--- config.mk ---
export PLATFORM = sky130hd
export DESIGN_NAME = kkol_front
export DESIGN_NICKNAME = d
export VERILOG_FILES = /design/src/hw/rtl/kkol_pkg.sv /design/src/hw/rtl/kkol_front.sv
export SDC_FILE = /design/constraint.sdc
export NUM_CORES = 1
export LEC_CHECK = 0
export BUFFER_PORTS_ARGS = -buffer_cell sky130_fd_sc_hd__buf_2
export CAP_MARGIN = 20
export CORE_ASPECT_RATIO = 2
export CORE_MARGIN = 8
export CORE_UTILIZATION = 25
export CTS_CLUSTER_DIAMETER = 80
export CTS_CLUSTER_SIZE = 28
export DETAILED_ROUTE_END_ITERATION = 8
export SYNTH_ARGS = -nofsm -noshare
export SYNTH_HDL_FRONTEND = slang
export SYNTH_SLANG_ARGS = --single-unit
--- constraint.sdc ---
create_clock -name clk_i -period 3.95 [get_ports clk_i]
set_input_delay 0 -clock clk_i [delete_from_list [all_inputs] [get_ports clk_i]]
set_output_delay 0 -clock clk_i [all_outputs]
set_load 0.005 [all_outputs]
--- src/hw/rtl/kkol_pkg.sv ---
// Shared types, constants and MD5 round tables for the ketama key owner lookup unit.
// No dependencies; every other file except kkol_ram imports it.
package kkol_pkg;

  localparam int TableDepth  = 4096;
  localparam int AddrW       = $clog2(TableDepth);
  localparam int CountW      = AddrW + 1;
  localparam int ServerBits  = 8;
  localparam int CfgCountW   = 13;
  localparam int CfgW        = 13;
  localparam int SlotW       = 12;
  localparam int FifoDepth   = 2;

  localparam logic       CMD_WRITE = 1'b0;
  localparam logic       CMD_KEY   = 1'b1;

  localparam logic [1:0] REG_ENTRY_COUNT = 2'd0;
  localparam logic [1:0] REG_OWN_INDEX   = 2'd1;
  localparam logic [1:0] REG_TABLE_VALID = 2'd2;

  localparam logic [31:0] MD5_IV0 = 32'h67452301;
  localparam logic [31:0] MD5_IV1 = 32'hefcdab89;
  localparam logic [31:0] MD5_IV2 = 32'h98badcfe;
  localparam logic [31:0] MD5_IV3 = 32'h10325476;

  typedef enum logic [1:0] {
    ITEM_WRITE    = 2'd0,
    ITEM_KEY      = 2'd1,
    ITEM_KEY_LAST = 2'd2
  } item_kind_e;

  typedef struct packed {
    item_kind_e      kind;
    logic [SlotW-1:0] slot;
    logic [31:0]     point;
    logic [7:0]      owner;
    logic [7:0]      key_byte;
  } item_t;

  typedef struct packed {
    logic [CfgCountW-1:0] entry_count;
    logic [7:0]           own_index;
    logic                 table_valid;
  } cfg_t;

  typedef struct packed {
    logic ready;
    logic finishing;
  } md5_stat_t;

  function automatic logic [31:0] md5_k(input logic [5:0] i);
    logic [31:0] k;
    case (i)
      6'd0:  k = 32'hd76aa478;  6'd1:  k = 32'he8c7b756;  6'd2:  k = 32'h242070db;
      6'd3:  k = 32'hc1bdceee;  6'd4:  k = 32'hf57c0faf;  6'd5:  k = 32'h4787c62a;
      6'd6:  k = 32'ha8304613;  6'd7:  k = 32'hfd469501;  6'd8:  k = 32'h698098d8;
      6'd9:  k = 32'h8b44f7af;  6'd10: k = 32'hffff5bb1;  6'd11: k = 32'h895cd7be;
      6'd12: k = 32'h6b901122;  6'd13: k = 32'hfd987193;  6'd14: k = 32'ha679438e;
      6'd15: k = 32'h49b40821;  6'd16: k = 32'hf61e2562;  6'd17: k = 32'hc040b340;
      6'd18: k = 32'h265e5a51;  6'd19: k = 32'he9b6c7aa;  6'd20: k = 32'hd62f105d;
      6'd21: k = 32'h02441453;  6'd22: k = 32'hd8a1e681;  6'd23: k = 32'he7d3fbc8;
      6'd24: k = 32'h21e1cde6;  6'd25: k = 32'hc33707d6;  6'd26: k = 32'hf4d50d87;
      6'd27: k = 32'h455a14ed;  6'd28: k = 32'ha9e3e905;  6'd29: k = 32'hfcefa3f8;
      6'd30: k = 32'h676f02d9;  6'd31: k = 32'h8d2a4c8a;  6'd32: k = 32'hfffa3942;
      6'd33: k = 32'h8771f681;  6'd34: k = 32'h6d9d6122;  6'd35: k = 32'hfde5380c;
      6'd36: k = 32'ha4beea44;  6'd37: k = 32'h4bdecfa9;  6'd38: k = 32'hf6bb4b60;
      6'd39: k = 32'hbebfbc70;  6'd40: k = 32'h289b7ec6;  6'd41: k = 32'heaa127fa;
      6'd42: k = 32'hd4ef3085;  6'd43: k = 32'h04881d05;  6'd44: k = 32'hd9d4d039;
      6'd45: k = 32'he6db99e5;  6'd46: k = 32'h1fa27cf8;  6'd47: k = 32'hc4ac5665;
      6'd48: k = 32'hf4292244;  6'd49: k = 32'h432aff97;  6'd50: k = 32'hab9423a7;
      6'd51: k = 32'hfc93a039;  6'd52: k = 32'h655b59c3;  6'd53: k = 32'h8f0ccc92;
      6'd54: k = 32'hffeff47d;  6'd55: k = 32'h85845dd1;  6'd56: k = 32'h6fa87e4f;
      6'd57: k = 32'hfe2ce6e0;  6'd58: k = 32'ha3014314;  6'd59: k = 32'h4e0811a1;
      6'd60: k = 32'hf7537e82;  6'd61: k = 32'hbd3af235;  6'd62: k = 32'h2ad7d2bb;
      default: k = 32'heb86d391;
    endcase
    return k;
  endfunction

  function automatic logic [4:0] md5_rot(input logic [3:0] i);
    logic [4:0] s;
    case (i)
      4'd0:  s = 5'd7;   4'd1:  s = 5'd12;  4'd2:  s = 5'd17;  4'd3:  s = 5'd22;
      4'd4:  s = 5'd5;   4'd5:  s = 5'd9;   4'd6:  s = 5'd14;  4'd7:  s = 5'd20;
      4'd8:  s = 5'd4;   4'd9:  s = 5'd11;  4'd10: s = 5'd16;  4'd11: s = 5'd23;
      4'd12: s = 5'd6;   4'd13: s = 5'd10;  4'd14: s = 5'd15;
      default: s = 5'd21;
    endcase
    return s;
  endfunction

endpackage

--- src/hw/rtl/kkol_front.sv ---
// Front end: classifies incoming transactions and queues them for the back end.
// Depends on kkol_pkg.
module kkol_front import kkol_pkg::*; (
  input  logic             clk_i,
  input  logic             rst_ni,
  input  logic             push_i,
  input  logic             command_i,
  input  logic [SlotW-1:0] entry_slot_i,
  input  logic [31:0]      entry_point_i,
  input  logic [7:0]       entry_owner_i,
  input  logic [7:0]       key_byte_i,
  input  logic             last_byte_i,
  output logic             full_o,
  output logic             head_valid_o,
  output item_t            head_o,
  input  logic             pop_i
);

  localparam int PtrW = $clog2(FifoDepth);

  item_t           fifo_q [FifoDepth];
  item_t           item;
  logic [PtrW-1:0] wr_ptr_q, wr_ptr_d, rd_ptr_q, rd_ptr_d;
  logic [PtrW:0]   cnt_q, cnt_d;

  always_comb begin
    item.slot     = entry_slot_i;
    item.point    = entry_point_i;
    item.owner    = entry_owner_i;
    item.key_byte = key_byte_i;
    if (command_i == CMD_WRITE) begin
      item.kind = ITEM_WRITE;
    end else if (last_byte_i) begin
      item.kind = ITEM_KEY_LAST;
    end else begin
      item.kind = ITEM_KEY;
    end
  end

  assign full_o       = (cnt_q == (PtrW+1)'(FifoDepth));
  assign head_valid_o = (cnt_q != '0);
  assign head_o       = fifo_q[rd_ptr_q];

  always_comb begin
    wr_ptr_d = wr_ptr_q;
    rd_ptr_d = rd_ptr_q;
    cnt_d    = cnt_q;
    if (push_i) begin
      wr_ptr_d = (wr_ptr_q == PtrW'(FifoDepth - 1)) ? '0 : wr_ptr_q + 1'b1;
    end
    if (pop_i) begin
      rd_ptr_d = (rd_ptr_q == PtrW'(FifoDepth - 1)) ? '0 : rd_ptr_q + 1'b1;
    end
    if (push_i && !pop_i) begin
      cnt_d = cnt_q + 1'b1;
    end else if (pop_i && !push_i) begin
      cnt_d = cnt_q - 1'b1;
    end
  end

  always_ff @(posedge clk_i or negedge rst_ni) begin
    if (!rst_ni) begin
      wr_ptr_q <= '0;
      rd_ptr_q <= '0;
      cnt_q    <= '0;
    end else begin
      wr_ptr_q <= wr_ptr_d;
      rd_ptr_q <= rd_ptr_d;
      cnt_q    <= cnt_d;
    end
  end

  always_ff @(posedge clk_i) begin
    if (push_i) begin
      fifo_q[wr_ptr_q] <= item;
    end
  end

endmodule

; ---- After elaboration in Yosys (flattened, before gate mapping)
; Memory sizes are Yosys's and may differ from the RTL's.
; Index checks and enable logic that the tools add are counted.
[totals]
ramBits = 124
word_cells = 23
out_inout_bits = 64
mem_count = 1
regBits = 4
in_bits = 66
[mem_list]
columns = memory, words, width, read_ports, rd_ports_with_merged_regs, wr, line
row1 = fifo_q, 2, 62, 1, 0, 1, kkol_front.sv:21  ; item_t fifo_q [FifoDepth];
[op_classes]
eq_ne = 1
muxes = 8
n_reduce_logical = 6
n_addsub = 4
[op_table]
columns = op, count
row1 = 2-bit two-way mux, 4
row2 = 1-bit two-way mux, 4
row3 = 2-bit nonzero test, 2
row4 = 1-bit adder (second input constant), 2
row5 = 2-bit by 1-bit adder with 2-bit output (second input constant), 1
row6 = 2-bit == test (second input constant), 1
row7 = 1-bit logical AND, 2
row8 = 1-bit zero test, 2
row9 = 2-bit by 1-bit subtractor with 2-bit output (second input constant), 1

; ---- Logic depth before layout (Yosys ltp)
; Gate-level depths: netlist of run 1.
[depth]
ltp_word = 4
depth_mapped = 5
depth_no_buf = 5

; ---- Worst setup path after synthesis of run 1
; OpenSTA, ideal clock, no wires.
[synth_path]
path_kind = register -> register
startpoint = register wr_ptr_q
endpoint = memory fifo_q[0][0] (netlist bit), enable pin
period_less_slack_ns = 3.649
setup_ns = 0.490
required_ns = 3.460
path_stages_with_launch = 2
setup_slack_ns = 0.301
t_arrival_ns = 3.159
cell_sequence = dfrtp_1 nor2b_1
[synth_lines]
columns = element, line
row1 = from (decl), kkol_front.sv:23  ; logic [PtrW-1:0] wr_ptr_q, wr_ptr_d, rd_ptr_q, rd_ptr_d;
row2 = from (signal assigned), kkol_front.sv:67  ; wr_ptr_q <= wr_ptr_d;
row3 = to (decl), kkol_front.sv:21
; Straight into the memory's write port.

==> results of run 1 <==
routing by layer:
| layer | part of all wire | wire length (microns) | track usage |
|---|---|---|---|
| met4 | 0.045 | 508 | 0.0766 |
| met3 | 0.050 | 566 | 0.0283 |
| met1 | 0.33 | 3670 | 0.0789 |
| met2 | 0.58 | 6510 | 0.172 |
| met5 | 0.0012 | 13 | 0 |
logic make-up after synthesis:
kind of cell             Yosys count  synth area share
flip-flops                       128             0.768
buffers and inverters              8            0.0272
multiplexers                      62             0.185
AND/OR/NAND/NOR                    7           0.00830
adder cells (fa/ha/maj)            1           0.00251
XOR/XNOR                           5           0.00880
stage by stage:
stage,cells,cell area [sq um],power [W],setup slack [ps]
global route,700,7160,0.00508,1440
floorplan,211,4980,0.00286,301
finish,700,7160,0.00485,1560
detailed placement,599,5860,0.00326,1760
global placement,599,5860,0.00322,1830
CTS,698,7140,0.00493,1490
cell usage after synthesis:
cell | instances | area (sq um)
inv_1 | 1 | 3.75
and2_1 | 2 | 12.5
dfrtp_1 | 4 | 100
buf_6 | 1 | 11.3
ha_1 | 1 | 12.5
or2_2 | 1 | 6.26
nor2b_1 | 3 | 18.8
edfxtp_1 | 124 | 3720
xnor2_1 | 1 | 8.76
mux2_2 | 3 | 33.8
mux2_4 | 59 | 886
xor2_1 | 4 | 35.0
buf_12 | 6 | 120
nor2_1 | 1 | 3.75
worst max-delay path, cell delays in order, from the launching register on:
cell     delay (ps)
dfrtp_4         990
buf_4           490
mux2_4          350
buf_2           140
final cells by class:
type	count	area [sq um]	share of cell area
Sequential cell	128	3830	0.534
Timing Repair Buffer	201	1370	0.191
Multi-Input combinational cell	75	1030	0.143
Clock buffer	22	474	0.0662
Tap cell	262	328	0.0458
Clock inverter	10	135	0.0189
Inverter	1	3.75	0.000524
Antenna cell	1	2.50	0.000349
state kept, by name, indices dropped and copies added, names as in the netlist:
register / flops
cnt_q: 2
wr_ptr_q: 1
fifo_q: 124
rd_ptr_q: 1
final timing paths:
path	cells after the start	end	slack, ps
max	3	head_o[6]	1560
min	3	rd_ptr_q$_DFFE_PN0P_	310
max reg2reg	2	fifo_q[0][10]$_DFFE_PP_	1990
min reg2reg	1	cnt_q[1]$_DFFE_PN0P_	510
max in group asynchronous	3	rd_ptr_q$_DFFE_PN0P_	3280
min in group asynchronous	3	wr_ptr_q$_DFFE_PN0P_	480
power by group through the flow:
stage	combinational [W]	sequential, W	clock (W)
finish	0.00125	0.00201	0.00159
global route	0.00134	0.00205	0.00169
CTS	0.00127	0.00202	0.00163
detailed placement	0.00121	0.00205	0
global placement	0.00119	0.00203	0
floorplan	0.000959	0.00190	0
placed cells by master, fill, tap and decap left out, drive strengths merged:
master	instances
and2	2
buf	134
bufinv	3
clkbuf	22
clkinv	3
clkinvlp	4
dfrtp	4
diode	1
dlygate4sd3	67
edfxtp	124
ha	1
inv	1
mux2	62
nor2	1
nor2b	3
or2	1
xnor2	1
xor2	4
what timing repair did:
item | CTS | global route
resized for setup | 0 | 0
hold endpoints to repair | 131 | 0
buffers inserted | 0 | 0
hold buffers | 67 | 0
==> flow_summary_export.csv, run 1 <==
group,metric,value,unit
timing,setup_tns,0,ps
yosys,syn_area,4980,sq um
critical_path,setup.worst_path.end_class,"output pin",
yosys,ys_types,14,
drt,drt_pre_antenna_iters,4,
power,pwr-share-seq,0.415,
clock_network,insertion_delay,410,ps
clock_network,cts_buffer_depth,2,
timing,hold_viol,0,
global_routing,antenna_found_initial,2,
clock_network,cts_inserted_buffers,17,
finish,final_core_util,0.363,
clock_network,h-tree-depth,4,
outcome,status,"finished, final reports clean",
global_routing,grt_pass1_wl,17.0,mm
timing,max_freq,0.419,GHz
critical_path,cp-startpoint,"rd_ptr_q$_DFFE_PN0P_",
drt,routed_wl,11.3,mm
clock_network,clock_sinks,128,
floorplanning,die_height,216,microns
power,pwr-share-comb,0.257,
placed_design,io_buffers,129,
power,ir_drop,0.000685,V
yosys,yosys_warnings,0,
floorplanning,start_util,0.252,
timing,min_period,2390,ps
worst_hold_path,min-delay-start,"pop_i",
yosys,synth_seq_area_share,0.768,
critical_path,crit_type,"flop to output pin",
clock_network,cts_root_buf,"clkbuf_16",
critical_path,r2r_start,"wr_ptr_q$_DFFE_PN0P_",
clock_network,cts.clk_slew.worst_paths,60,ps
power,sw_frac_of_total,0.258,
timing,rsz0062_at_grt,"no",
timing,worstMarginPinSlew,969,ps
timing,clock_skew,4.38,ps
power,switching_power,0.00125,W
finish,drive_gt1_frac,0.526,
power,intPower,0.00359,W
placed_design,place.detailed.hpwl,7.58,mm
drt,drc_errors,0,
timing,finalMaxSlewViolations,0,
floorplanning,die_x,116,microns
drt,routed_via_density,3.90,
finish,nFillCells,1893,
run,maxCapViolations,0,
placed_design,routabilityCongestion,0.680,
finish,area_growth,44.0,%
critical_path,cp_max_fo,45,
drt,first_iter_violations,88,
critical_path,worstPathArrival,2390,ps
global_routing,grt_pass1_vias,3197,
yosys,syn_avg_cell_area,23.6,sq um
yosys,syn_nets,278,
floorplanning,ioPinCount,130,
timing,finalCritPeriodShare,0.604,
power,power_frac_clock,0.328,
drt,via_count,2729,
timing,max_slew_margin,0.353,
floorplanning,core-area,19700,sq um
drt,drtAntennaViolNets,0,
critical_path,critPathLaunchType,"flop",
yosys,synth-seq-cells,128,
drt,routedWlPerCell,16.1,microns
power,power_density,677,nW/um^2
timing,worst_hold_slack,310,ps
critical_path,critPathRequiredTime,3950,ps
global_routing,grt_max_degree,46,
clock_network,cts_tree,"done",
global_routing,grt-ovfl-total,0,
floorplanning,dieArea,24900,sq um
power,total_leakage_power,2.87,nW
yosys,syn_inst,211,
finish,nets,491,
global_routing,grt_usage,0.0940,
timing,setup_viol,0,
worst_hold_path,holdCritPathClass,"input pin to flop",
floorplanning,rows,73,
Note: power is estimated with default switching activity, not from simulation.
==> inputs of run 2 (changes only) <==
- clock period: 3.95 -> 2.34 ns (I/O delays scaled with it)
==> run 2 against run 1 <==
Against the previous run: clock-buffer cell count is 5 lower; power up 68%; largest cell class unchanged; final cell count did not move; final area grew 0.30%; routed wire length is 2.6% lower; setup slack got worse by 1300 ps; global-route usage decreased by 0.29 points; highest routed layer unchanged; first-iteration DRC count grew 58%; clock power increased by 65%; utilization rose by 0.11 points; clock skew about the same; critical path type unchanged; register-to-register slack got worse by 1200 ps.
==> flow_summary_export.csv, run 2 (synthesized netlist as in run 1, its figures left out) <==
group,metric,value,unit
outcome,status,"finished, final reports clean",
global_routing,grt_pass1_wl,16.6,mm
critical_path,cp_max_fo,34,
global_routing,grt_pass1_vias,3127,
floorplanning,dieArea,24900,sq um
finish,top_register,"fifo_q",
placed_design,place.detailed.hpwl,7.31,mm
drt,drtAntennaViolNets,0,
clock_network,cts_tree,"done",
power,power_density,1140,nW/um^2
clock_network,holdBufCountCts,67,
floorplanning,die_x,116,microns
drt,via_count,2735,
timing,rsz0062_at_grt,"no",
floorplanning,core-area,19700,sq um
drt,first_iter_violations,139,
global_routing,grt_max_degree,35,
clock_network,cts_root_buf,"clkbuf_16",
clock_network,postCtsSetupBuffers,0,
critical_path,critPathLaunchType,"flop",
drt,drt_pre_antenna_iters,4,
floorplanning,ioPinCount,130,
timing,max_slew_margin,0.565,
worst_hold_path,holdCritPathClass,"input pin to flop",
clock_network,cts_inserted_buffers,17,
finish,nets,491,
drt,routed_via_density,3.91,
finish,final_cell_mix,"129 x buf_2, 124 x edfxtp_1, 67 x dlygate4sd3_1",
timing,clock_skew,4.60,ps
floorplanning,rows,73,
timing,worstMarginPinSlew,653,ps
critical_path,setup.worst_path.end_class,"output pin",
finish,drive_gt1_frac,0.524,
placed_design,routabilityCongestion,0.692,
global_routing,grt_usage,0.0910,
floorplanning,start_util,0.252,
power,total_leakage_power,2.88,nW
finish,instances_no_fill,700,
floorplanning,die_height,216,microns
placed_design,io_buffers,129,
timing,hold_viol,0,
clock_network,h-tree-depth,4,
finish,largest_register_ffs,124,
timing,setup_viol,0,
power,ir_drop,0.000804,V
timing,setup_tns,0,ps
timing,min_period,2060,ps
drt,routed_wl,11.0,mm
critical_path,worstPathArrival,2060,ps
drt,drc_errors,0,
finish,final_common_cell,"buf_2",
critical_path,critPathRequiredTime,2340,ps
clock_network,post_cts_resized,0,
finish,area_growth,44.4,%
finish,top_regs,"fifo_q: 124 flops, cnt_q: 2 flops",
drt,routedWlPerCell,15.7,microns
run,maxCapViolations,0,
finish,nFillCells,1899,
clock_network,insertion_delay,410,ps
critical_path,crit_type,"flop to output pin",
timing,finalCritPeriodShare,0.880,
timing,max_freq,0.486,GHz
clock_network,cts_buffer_depth,2,
global_routing,antenna_found_initial,2,
placed_design,dp_cells,600,
global_routing,grt-ovfl-total,0,
clock_network,cts.clk_slew.worst_paths,60,ps
timing,finalMaxSlewViolations,0,
clock_network,clock_sinks,128,
[run 2: cell count changes in the layout (fill, tap and decap cells not counted), sizes merged]
cell and delta:
clkinv +4, clkinvlp -2, clkbuf -5, inv +3
[run 2: worst max-delay path: stages, from the launching register on]
cell,delay (ps)
dfrtp_4,830
buf_4,330
mux2_4,310
buf_2,130
[run 2: where the power goes]
group | internal (W) | switching, W
Combinational | 0.00130 | 0.000888
Sequential | 0.00305 | 0.000288
Clock | 0.00167 | 0.000959
Total | 0.00602 | 0.00214
[run 2: layer usage]
metal | wire length (microns) | global-route usage | share of wire
met4 | 450 | 0.0657 | 0.041
met1 | 3780 | 0.0824 | 0.34
met3 | 552 | 0.0266 | 0.050
met2 | 6180 | 0.165 | 0.56
met5 | 13 | 0 | 0.0012
[run 2: area by class of cell]
type	count	area [sq um]	area share
Clock buffer	17	425	0.0592
Clock inverter	15	166	0.0232
Inverter	1	3.75	0.000522
Multi-Input combinational cell	75	1030	0.143
Timing Repair Buffer	201	1400	0.195
Sequential cell	128	3830	0.533
Antenna cell	1	2.50	0.000348
Tap cell	262	328	0.0456
[run 2: final timing paths]
kind	from	end	slack [ps]	cells past startpoint
min reg2reg	cnt_q[1]$_DFFE_PN0P_	cnt_q[1]$_DFFE_PN0P_	490	1
max	rd_ptr_q$_DFFE_PN0P_	head_o[11]	280	3
min	entry_point_i[20]	fifo_q[0][36]$_DFFE_PP_	310	2
max in group asynchronous	rst_ni	rd_ptr_q$_DFFE_PN0P_	1660	3
min in group asynchronous	rst_ni	rd_ptr_q$_DFFE_PN0P_	490	3
max reg2reg	wr_ptr_q$_DFFE_PN0P_	fifo_q[1][19]$_DFFE_PP_	810	2
[run 2: through the flow]
stage	util	setup slack [ps]	total power, W	hold WS, ps	instance area (sq um)
after floorplan	-	25.6	0.00482	-296	4980
after global placement	0.300	714	0.00550	-195	5920
after detailed placement	0.300	697	0.00555	-188	5920
after CTS	0.364	234	0.00830	284	7180
after global routing	0.364	184	0.00854	294	7180
final	0.364	281	0.00816	309	7180
==> inputs of run 3 (changes only) <==
- CELL_PAD_IN_SITES_DETAIL_PLACEMENT: not set -> 2
- CELL_PAD_IN_SITES_GLOBAL_PLACEMENT: not set -> 2
- PLACE_DENSITY_LB_ADDON: not set -> 0.1
==> run 3 against run 2 <==
Against the previous run: clock skew rose by 2.8 ps; non-clock buffer count rose by 2; via count fell by 0.95%; fmax rose by 10%; combinational power rose by 5%; final cell count rose by 0.14%; clock-buffer cell count rose by 6; sequential share of layout area rose by 0.67 points; final area fell by 1.2%; critical path depth did not move; critical path type unchanged; critical endpoint is now head_o[46]; largest cell class unchanged; highest routed layer is now met4.
==> flow_summary_export.csv, run 3 (synthesized netlist as in run 1, its figures left out) <==
group,metric,value,unit
timing,max_slew_margin,0.659,
power,ir_drop,0.000473,V
floorplanning,core-area,19700,sq um
global_routing,grt_max_degree,37,
critical_path,setup.worst_path.end_class,"output pin",
critical_path,timing.rr.end,"fifo_q[1][44]$_DFFE_PP_",
drt,first_iter_violations,100,
worst_hold_path,min-delay-start,"entry_slot_i[3]",
floorplanning,dieArea,24900,sq um
timing,finalMaxSlewViolations,0,
timing,setup_tns,0,ps
timing,worstMarginPinSlew,511,ps
finish,regArea,3830,sq um
run,maxCapViolations,0,
finish,final_cell_mix,"129 x buf_2, 124 x edfxtp_1, 67 x dlygate4sd3_1",
finish,num_antenna_cells,0,
clock_network,h-tree-depth,4,
critical_path,crit_type,"flop to output pin",
drt,drtAntennaViolNets,0,
finish,top_register,"fifo_q",
timing,clock_skew,7.40,ps
worst_hold_path,holdPathEnd,"fifo_q[0][51]$_DFFE_PP_",
global_routing,antenna_found_initial,0,
timing,rsz0062_at_grt,"no",
timing,worst_hold_slack,309,ps
global_routing,grt-ovfl-total,0,
critical_path,cp_max_fo,15,
timing,hold_viol,0,
finish,final_common_cell,"buf_2",
floorplanning,die_x,116,microns
critical_path,worstPathArrival,1870,ps
clock_network,post_cts_resized,0,
power,total_leakage_power,2.85,nW
global_routing,grt_pass1_vias,3320,
drt,via_count,2709,
outcome,status,"finished, final reports clean",
global_routing,grt_usage,0.102,
placed_design,routabilityCongestion,0.679,
drt,routed_via_density,3.86,
clock_network,cts_root_buf,"clkbuf_16",
finish,instances_no_fill,701,
critical_path,ff2ff_path_depth,2,
clock_network,holdBufCountCts,67,
worst_hold_path,hold_depth,2,
placed_design,dp_cells,602,
clock_network,cts_buffer_depth,2,
finish,top_regs,"fifo_q: 124 flops, cnt_q: 2 flops",
finish,multi_input_area,1030,sq um
finish,drive_gt1_frac,0.515,
floorplanning,start_util,0.252,
critical_path,critPathRequiredTime,2340,ps
timing,min_period,1870,ps
clock_network,clock_sinks,128,
floorplanning,ioPinCount,130,
drt,drc_errors,0,
drt,routed_wl,12.1,mm
finish,nFillCells,2015,
drt,drt_pre_antenna_iters,4,
critical_path,critPathLaunchType,"flop",
critical_path,r2r_start,"wr_ptr_q$_DFFE_PN0P_",
clock_network,cts_tree,"done",
placed_design,io_buffers,129,
drt,routedWlPerCell,17.2,microns
timing,max_freq,0.536,GHz
clock_network,postCtsSetupBuffers,0,
timing,setup_viol,0,
timing,finalCritPeriodShare,0.797,
finish,area_growth,42.6,%
finish,nets,493,
clock_network,insertion_delay,410,ps
clock_network,cts.clk_slew.worst_paths,50,ps
floorplanning,rows,73,
power,power_density,1110,nW/um^2
critical_path,r2r_slack,820,ps
floorplanning,die_height,216,microns
global_routing,grt_pass1_wl,18.2,mm
placed_design,place.detailed.hpwl,8.14,mm
worst_hold_path,holdCritPathClass,"input pin to flop",
clock_network,cts_inserted_buffers,17,
finish,largest_register_ffs,124,
-- run 3: cell types whose count changed in the layout (fill, tap and decap cells not counted), moves of 2 or more --
cell and delta:
buf_4 +4, clkinv_2 +3, clkinvlp_4 -2, bufinv_16 -2, buf_12 -2, inv_6 -3
clkbuf_1 +6
-- run 3: area by class of cell --
type / count / area share
Clock inverter: 9 / 0.00952
Inverter: 1 / 0.000529
Sequential cell: 128 / 0.539
Clock buffer: 23 / 0.0631
Multi-Input combinational cell: 75 / 0.145
Timing Repair Buffer: 203 / 0.196
Tap cell: 262 / 0.0462
-- run 3: worst max path at each step --
stage	startpoint	depth (start not counted)	endpoint
floorplan	wr_ptr_q$_DFFE_PN0P_	1	fifo_q[1][0]$_DFFE_PP_
global placement	wr_ptr_q$_DFFE_PN0P_	2	fifo_q[1][44]$_DFFE_PP_
CTS	rd_ptr_q$_DFFE_PN0P_	3	head_o[46]
finish	rd_ptr_q$_DFFE_PN0P_	3	head_o[46]
detailed placement	wr_ptr_q$_DFFE_PN0P_	2	fifo_q[1][44]$_DFFE_PP_
global route	rd_ptr_q$_DFFE_PN0P_	3	head_o[46]
-- run 3: metrics by stage --
| stage | setup slack (ps) | power, W | util | cell area [sq um] |
|---|---|---|---|---|
| after floorplan | 25.6 | 0.00482 | - | 4980 |
| after global placement | 815 | 0.00558 | 0.300 | 5910 |
| after detailed placement | 776 | 0.00563 | 0.300 | 5910 |
| after CTS | 393 | 0.00812 | 0.360 | 7100 |
| after global routing | 387 | 0.00834 | 0.360 | 7100 |
| final | 475 | 0.00789 | 0.360 | 7100 |
-- run 3: critical path, cell delays in order (launching register included) --
cell,delay [ps]
dfrtp_4,610
buf_4,360
mux2_4,340
buf_2,130
-- run 3: per-layer routing --
layer,track usage,vias up,routed length [microns]
li1,-,1264,-
met1,0.0851,1357,3880
met2,0.197,74,7270
met3,0.0347,14,682
met4,0.0549,0,236
met5,0,-,0
-- run 3: power by group --
part	switching, W	internal [W]
registers	0.000196	0.00305
clock network	0.000894	0.00144
logic	0.00101	0.00129
